File: src/sv/erdcrc_pkg.sv
// ----------------------------------------------------------------------------
// erdcrc_pkg
// Shared constants and the byte-wide CRC-32 update for the event record
// decoder.
// ----------------------------------------------------------------------------
package erdcrc_pkg;

    // Record layout
    localparam int RECORD_BYTES = 72;
    localparam int POS_W        = $clog2(RECORD_BYTES);
    localparam int BYTE_W       = 8;
    localparam int WORD_W       = 64;
    localparam int HALF_W       = 32;
    localparam int SHORT_W      = 16;
    localparam int CRC_W        = 32;
    localparam int WIDE_N       = 7;
    localparam int WIDE_IDX_W   = $clog2(WIDE_N);
    localparam int LANE_W       = $clog2(WORD_W / BYTE_W);
    localparam int SUM_LANE_W   = $clog2(CRC_W / BYTE_W);

    // Byte positions of the field groups
    localparam int NARROW_FIRST = 32;
    localparam int NARROW_LAST  = 40;
    localparam int CRC_FIRST    = 8;
    localparam int CRC_LAST     = 64;
    localparam int SUM_FIRST    = 64;
    localparam int SUM_LAST     = 68;
    localparam int TAIL_FIRST   = 4;

    // CRC-32, reflected form
    localparam logic [CRC_W-1:0] CRC_POLY = 32'hEDB8_8320;
    localparam logic [CRC_W-1:0] CRC_ONES = 32'hFFFF_FFFF;

    // Advance the reflected CRC by one byte, one bit per step
    function automatic logic [CRC_W-1:0] crc32_byte(
        input logic [CRC_W-1:0]  crc,
        input logic [BYTE_W-1:0] data
    );
        logic [CRC_W-1:0] c;
        c = crc ^ {{(CRC_W - BYTE_W){1'b0}}, data};
        for (int k = 0; k < BYTE_W; k++)
        begin
            c = (c >> 1) ^ (c[0] ? CRC_POLY : '0);
        end
        return c;
    endfunction

endpackage

File: src/sv/erdcrc_if.sv
// ----------------------------------------------------------------------------
// erdcrc channel interfaces
// Byte stream channel and decoded record channel, valid/ready handshake.
// ----------------------------------------------------------------------------
interface erdcrc_byte_if;
    logic                           valid;
    logic                           ready;
    logic [erdcrc_pkg::BYTE_W-1:0]  data_byte;

    modport source (output valid, output data_byte, input ready);
    modport sink   (input valid, input data_byte, output ready);
endinterface

interface erdcrc_rec_if;
    logic                           valid;
    logic                           ready;
    logic                           crc_ok;
    logic [erdcrc_pkg::WORD_W-1:0]  record_sequence;
    logic [erdcrc_pkg::WORD_W-1:0]  event_time;
    logic [erdcrc_pkg::WORD_W-1:0]  process_id_token;
    logic [erdcrc_pkg::WORD_W-1:0]  session_id_token;
    logic [erdcrc_pkg::SHORT_W-1:0] event_kind;
    logic [erdcrc_pkg::SHORT_W-1:0] event_flag_bits;
    logic [erdcrc_pkg::HALF_W-1:0]  link_generation;
    logic [erdcrc_pkg::WORD_W-1:0]  value_first;
    logic [erdcrc_pkg::WORD_W-1:0]  value_second;
    logic [erdcrc_pkg::WORD_W-1:0]  value_third;

    modport source (
        output valid, input ready,
        output crc_ok, output record_sequence, output event_time,
        output process_id_token, output session_id_token, output event_kind,
        output event_flag_bits, output link_generation, output value_first,
        output value_second, output value_third
    );
    modport sink (
        input valid, output ready,
        input crc_ok, input record_sequence, input event_time,
        input process_id_token, input session_id_token, input event_kind,
        input event_flag_bits, input link_generation, input value_first,
        input value_second, input value_third
    );
endinterface

File: src/sv/event_record_decoder_crc32.sv
// ----------------------------------------------------------------------------
// event_record_decoder_crc32
// Splits a byte stream of 72-byte little-endian event records into fields
// and checks each record against its stored CRC-32.
//
// Usage:
//   stream carries one byte per transfer; records follow each other with no
//   gap, the first byte after reset being byte 0 of a record.
//   record carries one decoded record per 72 input bytes. When the stored
//   checksum (bytes 64..67) matches the CRC-32 over bytes 8..63, crc_ok is
//   set and the ten fields are valid; otherwise crc_ok is clear and every
//   field is zero. Bytes 68..71 are ignored.
//   Throughput: one byte per cycle unless byte 71 is held off. The CRC
//   takes a full byte each cycle through an unrolled eight-step update.
//   Latency: the result is valid in the cycle after the transfer of byte 71.
//   Stall: the result sits in an output register; bytes keep flowing while it
//   waits, and only byte 71 of the next record is held off until it is taken.
//   Reset: the byte position returns to 0, the CRC to all ones, and no
//   result is pending.
// ----------------------------------------------------------------------------
module event_record_decoder_crc32 (
    input  logic           clk,
    input  logic           rst_n,
    erdcrc_byte_if.sink    stream,
    erdcrc_rec_if.source   record
);
    import erdcrc_pkg::*;

    // Control state
    logic [POS_W-1:0]      pos_reg, pos_next;
    logic [CRC_W-1:0]      crc_reg, crc_next;
    logic                  out_valid_reg, out_valid_next;

    // Captured fields
    logic [WORD_W-1:0]     wide_reg [WIDE_N];
    logic [WORD_W-1:0]     narrow_reg;
    logic [CRC_W-1:0]      sum_reg;

    // Result register
    logic                  ok_reg;
    logic [WORD_W-1:0]     res_wide_reg [WIDE_N];
    logic [WORD_W-1:0]     res_narrow_reg;

    // Decode
    logic [POS_W-1:0]      pos_cur;
    logic                  is_last;
    logic                  in_xfer;
    logic                  out_xfer;
    logic                  wide_we;
    logic                  narrow_we;
    logic                  sum_we;
    logic                  crc_en;
    logic [WIDE_IDX_W-1:0] wide_idx;
    logic [LANE_W-1:0]     lane;
    logic [SUM_LANE_W-1:0] sum_lane;
    logic                  crc_match;

    // Work out where the current byte lands
    always_comb
    begin
        pos_cur   = (pos_reg >= POS_W'(RECORD_BYTES)) ? '0 : pos_reg;
        is_last   = (pos_cur == POS_W'(RECORD_BYTES - 1));
        lane      = pos_cur[LANE_W-1:0];
        sum_lane  = pos_cur[SUM_LANE_W-1:0];
        wide_we   = (pos_cur < POS_W'(NARROW_FIRST))
                    || ((pos_cur >= POS_W'(NARROW_LAST)) && (pos_cur < POS_W'(CRC_LAST)));
        narrow_we = (pos_cur >= POS_W'(NARROW_FIRST)) && (pos_cur < POS_W'(NARROW_LAST));
        sum_we    = (pos_cur >= POS_W'(SUM_FIRST)) && (pos_cur < POS_W'(SUM_LAST));
        crc_en    = (pos_cur >= POS_W'(CRC_FIRST)) && (pos_cur < POS_W'(CRC_LAST));
        if (pos_cur < POS_W'(NARROW_FIRST))
        begin
            wide_idx = WIDE_IDX_W'(pos_cur >> LANE_W);
        end
        else
        begin
            wide_idx = WIDE_IDX_W'(((pos_cur - POS_W'(NARROW_LAST)) >> LANE_W)
                                   + POS_W'(TAIL_FIRST));
        end
        crc_match = (sum_reg == (crc_reg ^ CRC_ONES));
    end

    // Hold off only the closing byte while a result is still waiting
    assign stream.ready = !(is_last && out_valid_reg && !record.ready);
    assign in_xfer      = stream.valid && stream.ready;
    assign out_xfer     = out_valid_reg && record.ready;

    // Advance position, CRC and result flag
    always_comb
    begin
        pos_next       = pos_reg;
        crc_next       = crc_reg;
        out_valid_next = out_valid_reg;
        if (out_xfer)
        begin
            out_valid_next = 1'b0;
        end
        if (in_xfer)
        begin
            if (is_last)
            begin
                pos_next       = '0;
                crc_next       = CRC_ONES;
                out_valid_next = 1'b1;
            end
            else
            begin
                pos_next = pos_cur + POS_W'(1);
                if (crc_en)
                begin
                    crc_next = crc32_byte(crc_reg, stream.data_byte);
                end
            end
        end
    end

    always_ff @(posedge clk or negedge rst_n)
    begin
        if (!rst_n)
        begin
            pos_reg       <= '0;
            crc_reg       <= CRC_ONES;
            out_valid_reg <= 1'b0;
        end
        else
        begin
            pos_reg       <= pos_next;
            crc_reg       <= crc_next;
            out_valid_reg <= out_valid_next;
        end
    end

    // Capture each byte into its field lane
    always_ff @(posedge clk)
    begin
        if (in_xfer)
        begin
            if (wide_we)
            begin
                wide_reg[wide_idx][{lane, 3'b000} +: BYTE_W] <= stream.data_byte;
            end
            if (narrow_we)
            begin
                narrow_reg[{lane, 3'b000} +: BYTE_W] <= stream.data_byte;
            end
            if (sum_we)
            begin
                sum_reg[{sum_lane, 3'b000} +: BYTE_W] <= stream.data_byte;
            end
        end
    end

    // Load the result on the closing byte; zero the fields on a mismatch
    always_ff @(posedge clk)
    begin
        if (in_xfer && is_last)
        begin
            ok_reg         <= crc_match;
            res_narrow_reg <= crc_match ? narrow_reg : '0;
            for (int i = 0; i < WIDE_N; i++)
            begin
                res_wide_reg[i] <= crc_match ? wide_reg[i] : '0;
            end
        end
    end

    // Drive the result channel
    assign record.valid            = out_valid_reg;
    assign record.crc_ok           = ok_reg;
    assign record.record_sequence  = res_wide_reg[0];
    assign record.event_time       = res_wide_reg[1];
    assign record.process_id_token = res_wide_reg[2];
    assign record.session_id_token = res_wide_reg[3];
    assign record.event_kind       = res_narrow_reg[SHORT_W-1:0];
    assign record.event_flag_bits  = res_narrow_reg[2*SHORT_W-1:SHORT_W];
    assign record.link_generation  = res_narrow_reg[WORD_W-1:HALF_W];
    assign record.value_first      = res_wide_reg[4];
    assign record.value_second     = res_wide_reg[5];
    assign record.value_third      = res_wide_reg[6];

endmodule
File: src/flat_wrapper.sv
// flat-port wrapper written by rule: the top's interface ports become plain ports
module event_record_decoder_crc32_flat import erdcrc_pkg::*;
  (clk, rst_n, stream_valid, stream_data_byte, stream_ready, record_valid, record_ready, record_crc_ok, record_record_sequence, record_event_time, record_process_id_token, record_session_id_token, record_event_kind, record_event_flag_bits, record_link_generation, record_value_first, record_value_second, record_value_third);
  erdcrc_byte_if stream_i ();
  erdcrc_rec_if record_i ();
  input  logic clk;
  input  logic rst_n;
  input wire logic [$bits(stream_i.valid)-1:0] stream_valid;
  input wire logic [$bits(stream_i.data_byte)-1:0] stream_data_byte;
  output wire logic [$bits(stream_i.ready)-1:0] stream_ready;
  output wire logic [$bits(record_i.valid)-1:0] record_valid;
  input wire logic [$bits(record_i.ready)-1:0] record_ready;
  output wire logic [$bits(record_i.crc_ok)-1:0] record_crc_ok;
  output wire logic [$bits(record_i.record_sequence)-1:0] record_record_sequence;
  output wire logic [$bits(record_i.event_time)-1:0] record_event_time;
  output wire logic [$bits(record_i.process_id_token)-1:0] record_process_id_token;
  output wire logic [$bits(record_i.session_id_token)-1:0] record_session_id_token;
  output wire logic [$bits(record_i.event_kind)-1:0] record_event_kind;
  output wire logic [$bits(record_i.event_flag_bits)-1:0] record_event_flag_bits;
  output wire logic [$bits(record_i.link_generation)-1:0] record_link_generation;
  output wire logic [$bits(record_i.value_first)-1:0] record_value_first;
  output wire logic [$bits(record_i.value_second)-1:0] record_value_second;
  output wire logic [$bits(record_i.value_third)-1:0] record_value_third;
  assign stream_i.valid = stream_valid;
  assign stream_i.data_byte = stream_data_byte;
  assign stream_ready = stream_i.ready;
  assign record_valid = record_i.valid;
  assign record_i.ready = record_ready;
  assign record_crc_ok = record_i.crc_ok;
  assign record_record_sequence = record_i.record_sequence;
  assign record_event_time = record_i.event_time;
  assign record_process_id_token = record_i.process_id_token;
  assign record_session_id_token = record_i.session_id_token;
  assign record_event_kind = record_i.event_kind;
  assign record_event_flag_bits = record_i.event_flag_bits;
  assign record_link_generation = record_i.link_generation;
  assign record_value_first = record_i.value_first;
  assign record_value_second = record_i.value_second;
  assign record_value_third = record_i.value_third;
  event_record_decoder_crc32 u_core (.clk(clk), .rst_n(rst_n), .stream(stream_i), .record(record_i));
endmodule
File: config.mk
export PLATFORM = sky130hd
export DESIGN_NAME = event_record_decoder_crc32_flat
export DESIGN_NICKNAME = d
export VERILOG_FILES = /design/src/sv/erdcrc_pkg.sv /design/src/sv/erdcrc_if.sv /design/src/sv/event_record_decoder_crc32.sv /design/src/flat_wrapper.sv
export SDC_FILE = /design/constraint.sdc
export NUM_CORES = 1
export LEC_CHECK = 0
export BUFFER_PORTS_ARGS = -buffer_cell sky130_fd_sc_hd__buf_2
export CORE_MARGIN = 2
export CORE_UTILIZATION = 57
export CTS_CLUSTER_DIAMETER = 30
export DETAILED_ROUTE_END_ITERATION = 8
export GPL_TIMING_DRIVEN = 0
export PLACE_DENSITY = 0.79
export SYNTH_ARGS = -nofsm -noshare
export SYNTH_HDL_FRONTEND = slang
export SYNTH_SLANG_ARGS = --single-unit
export TNS_END_PERCENT = 100
File: constraint.sdc
create_clock -name clk -period 10.2 [get_ports clk]
set_input_delay 0 -clock clk [delete_from_list [all_inputs] [get_ports clk]]
set_output_delay 0 -clock clk [all_outputs]
set_load 0.03 [all_outputs]
### Word-level counts from Yosys, hierarchy flattened

Memory sizes are Yosys's and may differ from the RTL's.
Index checks and enable logic that the tools add are counted.

* register bits after elaboration: 201
* latch bits: 0
* memory bits (writable): 896
* ROM bits: 0
* input port bits: 12
* memories: 2

* $add $sub $neg: 5
* multipliers: 0
* divide/modulo/power cells: 0
* order comparisons: 9
* equal/unequal tests: 2
* shifts and indexed selects: 4
* muxes and demuxes: 30
* bitwise operators: 10
* reductions and logical operators: 16

Memories
* u_core.res_wide_reg: depth 7, width 64, rd ports 7, clocked after Yosys merged registers in 0, wr ports 7, line event_record_decoder_crc32.sv:41 `logic [WORD_W-1:0] res_wide_reg [WIDE_N];`
* u_core.wide_reg: depth 7, width 64, rd ports 7, clocked after Yosys merged registers in 0, wr ports 1, line event_record_decoder_crc32.sv:35 `logic [WORD_W-1:0] wide_reg [WIDE_N];`

Operators by type and width (count)
* 2-to-1 mux 64 bit: 8
* 2-to-1 mux 32 bit: 10
* bitwise XOR 31 x 32 -> 32 bit: 8
* bitwise mux 64 bit: 1
* variable shift 8 x 8 -> 64 bit (first input constant): 1
* variable part select 8 x 8 -> 64 bit: 1
* bitwise mux 32 bit: 1
* equality test 32 bit: 1
* inverter 32 bit: 1
* variable shift 8 x 7 -> 32 bit (first input constant): 1
* variable part select 8 x 7 -> 32 bit: 1
* bitwise XOR 32 x 8 -> 32 bit: 1
* greater-or-equal comparator 7 x 6 -> 1 bit (second input constant): 2
* greater-or-equal comparator 7 bit (second input constant): 2
* less-than comparator 7 x 6 -> 1 bit (second input constant): 2
* less-than comparator 7 bit (second input constant): 2
* 2-to-1 mux 7 bit: 2
* logical AND 1 bit: 9
* negator 6 -> 8 bit: 1
* adder 7 x 1 -> 7 bit (second input constant): 1
* equality test 7 bit (second input constant): 1
* greater-or-equal comparator 7 x 4 -> 1 bit (second input constant): 1
* 2-to-1 mux 1 bit: 7
* negator 5 -> 7 bit: 1
* other kinds (7): 10

### Depth between registers and ports, before layout

* depth in word-level cells: 19
* depth in mapped cells: 13
* gate-level depth less buffers: 9

### Least setup slack after synthesis

OpenSTA, ideal clock, no wires.

* kind: register to register
* start point: reg u_core.pos_reg[3]
* end point: reg u_core.ok_reg (netlist: u_core.record.crc_ok) (enable)
* library setup time: 0.656 ns
* arrival: 7.824 ns
* path slack: 1.721 ns
* cell stages (with the launch flop): 10
* path buffers: 2
* clock period less this slack: 8.479 ns
* cells stage by stage: dfrtp_1 > o31ai_1 > buf_2 > nand2_1 > inv_1 > ha_1 > and3_1 > nand3_1 > inv_1 > buf_2

* longest elaborated chain between the ends: 8

RTL lines
* start: declaration: line event_record_decoder_crc32.sv:30 `logic [POS_W-1:0] pos_reg, pos_next;`
* start signal: assignment: line event_record_decoder_crc32.sv:126 `pos_reg <= pos_next;`
* greater-or-equal comparator 7 bit: line event_record_decoder_crc32.sv:61 `pos_cur = (pos_reg >= POS_W'(RECORD_BYTES)) ? '0 : pos_reg;`
* 2-to-1 mux 7 bit (*): line event_record_decoder_crc32.sv:61
* equality test 7 bit (*): line event_record_decoder_crc32.sv:62 `is_last = (pos_cur == POS_W'(RECORD_BYTES - 1));`
* logical AND 1 bit (2 in a row): line event_record_decoder_crc32.sv:83 `assign stream.ready = !(is_last && out_valid_reg && !record.ready);`
* logical NOT 1 bit: line event_record_decoder_crc32.sv:83
* logical AND 1 bit: line event_record_decoder_crc32.sv:84 `assign in_xfer = stream.valid && stream.ready;`
* logical AND 1 bit (*): line event_record_decoder_crc32.sv:155 `if (in_xfer && is_last)`
* end signal: assignment: line event_record_decoder_crc32.sv:157 `ok_reg <= crc_match;`
* end: declaration: line event_record_decoder_crc32.sv:40 `logic ok_reg;`

Every way passes the cells marked *; elsewhere a longest branch is shown, timed or not.
A chain may end at the register's enable or synchronous reset.

### Worst setup path after layout

* start point: reg u_core.pos_reg[3]
* end point: mem u_core.wide_reg[1][32] (enable)

* longest elaborated chain between the ends: 9

RTL lines (line)
* greater-or-equal comparator 7 bit: event_record_decoder_crc32.sv:61
* 2-to-1 mux 7 bit (*): event_record_decoder_crc32.sv:61
* parallel branches: the longest is 7 deep, another holds negator 6 -> 8 bit
* end: declaration: event_record_decoder_crc32.sv:35

Mark *: on every way between the ends.

==> results by group <==
Outcome
  – Status: complete, no violations

Worst setup path
  – Critical Path Source Type: flop
  – CP endpoint kind: flop
  – Slowest library cell on the worst path: nor2_1
  – CP peak stage delay: 0.70 ns
  – Critical Path AT: 5.32 ns
  – Worst setup path class: reg2reg
  – WP data required: 10.54 ns
  – Worst path cell trace: o31ai_1 > buf_2 > nand2_1 > ha_1 > ha_1 > clkbuf_1 > nand2b_1 > nor2_1 > and3_1 > clkbuf_1 > nand2_1 > nor2_1
  – Largest fanout on the critical path: 10

Global route
  – Overall Global Routing Usage: 28.8%
  – Overflow after GRT: 0
  – Largest net degree at the start of global routing: 117
  – First-pass GRT wire length: 145,000 um
  – Initial antenna violation count: 7
  – Vias in the first global route: 21,700

Synthesis
  – Xor-xnor portion of the synthesized cell area: 2.56%
  – Adder-cell share of the synthesized area: 0.348%
  – Mean post-synth cell area: 18.1 um^2
  – Compound-Gate Fraction of Synth Area: 0.974%
  – Synth top area cells: edfxtp_1, and2_1, dfstp_2
  – Main combinational cell family by area after synthesis: simple AND/OR/NAND/NOR gates
  – EDFF count, synth: 1,057
  – Synthesis warning total: 0
  – Synthesized instance count: 2,181
  – Cell taking the most area after synthesis: edfxtp_1
  – Post-synthesis sequential area ratio: 82.9%
  – Post-synth ARST share: 3.65%
  – Synth top area share: 80.3%
  – Post-synthesis mux area share: 0.0538%
  – Flops & latches, synth: 1,097
  – Most used DFF post-synth: edfxtp_1
  – Post-Synth Simple-Gate Area: 12.0%
  – Mapped Area: 0.0395 mm^2
  – Yosys cell types: 56
  – Syn nets: 2,204

STA
  – Tmin final: 4.98 ns
  – Count of final hold-check violations: 0
  – Count of final max-slew check failures: 0
  – Final Skew: 0.0521 ns
  – RSZ-0062 raised after global routing: false
  – Final setup vio count: 0
  – Post-route setup TNS: 0 ns
  – Actual slew at the worst max-slew pin: 1.33 ns
  – Fmax: 0.201 GHz
  – Final worst-path cycle share: 48.8%
  – Max-Slew Margin vs Limit: 11.4%

Drt
  – Routed Antenna Nets: 0
  – Via count: 21,800
  – Drt first pass iters: 7
  – Via density: 5.48
  – WL per Instance: 26.0 um
  – DR iter-0 viols: 2,286
  – WL final: 103,000 um
  – # DRC: 0

Placement
  – Routability cong.: 0.909
  – DP HPWL: 68,900 um
  – PortBufs: 525

CTS
  – Root Buffer: clkbuf_16
  – Htree depth: 4
  – Number of gates resized after cts: 0
  – CTS tree: built
  – Clock-pin slew on the worst setup and hold paths: 0.05 ns
  – Clk sink count: 1,097
  – Max clock buf depth: 3
  – Setup repair bufs after CTS: 0
  – Num CTS Buffers: 167
  – Clock Latency Late Sink: 0.74 ns

Floorplan
  – Area of the die: 0.0715 mm^2
  – I/O pin count: 527
  – Placeable Area: 0.0686 mm^2
  – Die Span Y: 267 um
  – Initial Util: 57.7%
  – Die span in x: 267 um
  – Row cnt: 96

Cells and area
  – Fraction of layout cells with a size suffix above 1: 31.1%
  – Nets: 2,918
  – Area Overhead vs Synth: 25.7%
  – Register area: 0.0328 mm^2
  – Multi-input logic area: 0.00632 mm^2
  – Fillers: 3,995

Power and ir drop
  – Peak supply drop: 0.000156 V
  – P_int: 9600 uW
  – Logic pwr share: 11.6%
  – Net switching power figure: 3200 uW
  – Sw Share: 25.0%
  – Seq pwr share: 41.4%
  – Clock power frac: 47.0%
  – LEAKAGE: 0.0183 uW
  – Pwr/cell area: 257 mW/mm^2
  – Total Power: 12,800 uW

Run
  – Max-cap violations: 0

Min path
  – Hold Crit Class: in2reg
## timing repair
| action | in CTS | in global routing |
|---|---|---|
| endpoints found under the hold margin | 65 | 0 |
| endpoints found under the setup margin | 0 | 0 |
| hold buffers | 13 | 0 |
## placed cells by master, fill, tap and decap left out, drive strengths merged, types with 22 or more instances in the layout
cell      count
a21oi        37
nand2        22
edfxtp     1057
dfstp        32
and2        573
buf         552
nor2        100
inv          35
nor3         37
clkinv       51
bufinv       31
xor2         26
clkbuf      252
xnor2        76
clkinvlp     22
## per-stage QoR
stage | worst slack [ns] | util [%] | instances | hold slack [ns] | area [um^2]
after global routing | 4.98 | 72.5 | 3971 | 0.359 | 49700
after detailed placement | 5.35 | 63.5 | 3644 | 0.193 | 43500
after CTS | 5.32 | 72.5 | 3970 | 0.311 | 49700
final | 5.22 | 72.5 | 3973 | 0.361 | 49700
after floorplan | 1.72 | - | 2181 | -0.296 | 39500
after global placement | -1.06 | 63.2 | 3637 | 0.189 | 43300
## cell type report
cell class                 count  share of cell area (%)
antenna                        3                  0.0151
buffer                        92                   0.931
clock buffer                 180                    8.63
clock inverter               133                    3.52
inverter                       6                  0.0453
multi-input combinational    986                    12.7
sequential                  1097                    65.9
tap                          931                    2.34
timing repair buffer         545                    5.86
## critical path, delay by kind of cell (launching register included)
family,cells,cell delay (ns)
buffers and inverters,3,0.91
flip-flops,1,0.46
AO/OA/AOI/OAI,1,0.56
adder cells (fa/ha/maj),2,0.59
AND/OR/NAND/NOR,6,2.11
## Yosys cell counts (2+ instances only)
cell type	number
or4b_2	3
nor4b_1	2
and3_1	18
ha_1	11
nand2_1	22
nor4_1	8
xor2_1	25
and2_1	573
a22o_1	2
nand3_1	13
nand4b_1	3
buf_2	15
xnor2_2	7
or2_2	2
xnor2_1	67
o31ai_1	2
inv_1	5
o21ai_0	6
clkbuf_1	25
xnor2_4	2
a31oi_1	5
buf_6	4
a31o_2	2
nand4_1	4
a21oi_1	37
nor3_1	36
dfrtp_1	8
nor2_1	99
nor2b_1	2
dfstp_2	32
edfxtp_1	1057
clkbuf_2	47
nand2b_1	14
## power by group through the flow
stage | sequential (uW) | clock (uW) | combinational, uW
floorplan | 5350 | 0 | 1010
CTS | 5300 | 6060 | 1460
finish | 5300 | 6020 | 1480
detailed placement | 5380 | 0 | 1450
global placement | 5380 | 0 | 1390
global route | 5310 | 6260 | 1580
## cell families after synthesis
logic type	Yosys count
DFF	1097
and+or+nand+nor	807
xor gates and xnor gates	103
buffers and inverters	98
AOI/OAI and AO/OA	63
adders and majority gates	11
muxes	2
## final timing paths
check                                  startpoint  depth (start not counted)  slack (ns)                    endpoint
max                             u_core.pos_reg[3]                         12        5.22      u_core.wide_reg[1][32]
min                           stream_data_byte[7]                          5        0.36           u_core.crc_reg[9]
max reg2reg                     u_core.pos_reg[3]                         12        5.22      u_core.wide_reg[1][32]
min reg2reg                u_core.wide_reg[6][58]                          1        0.49  u_core.res_wide_reg[6][58]
max in group asynchronous                   rst_n                          4        8.38           u_core.pos_reg[6]
min in group asynchronous                   rst_n                          3        0.52           u_core.pos_reg[2]
## per-layer routing
metal  vias to the layer above  part of all wire (%)  global-route usage [%]
met3                       231                   6.7                    5.42
met1                     11100                    37                    36.4
li1                       9389                     -                       -
met5                         -                 0.011                       0
met4                         2                   4.3                    12.9
met2                      1074                    52                    48.8
Note: power is estimated with default switching activity, not from simulation.
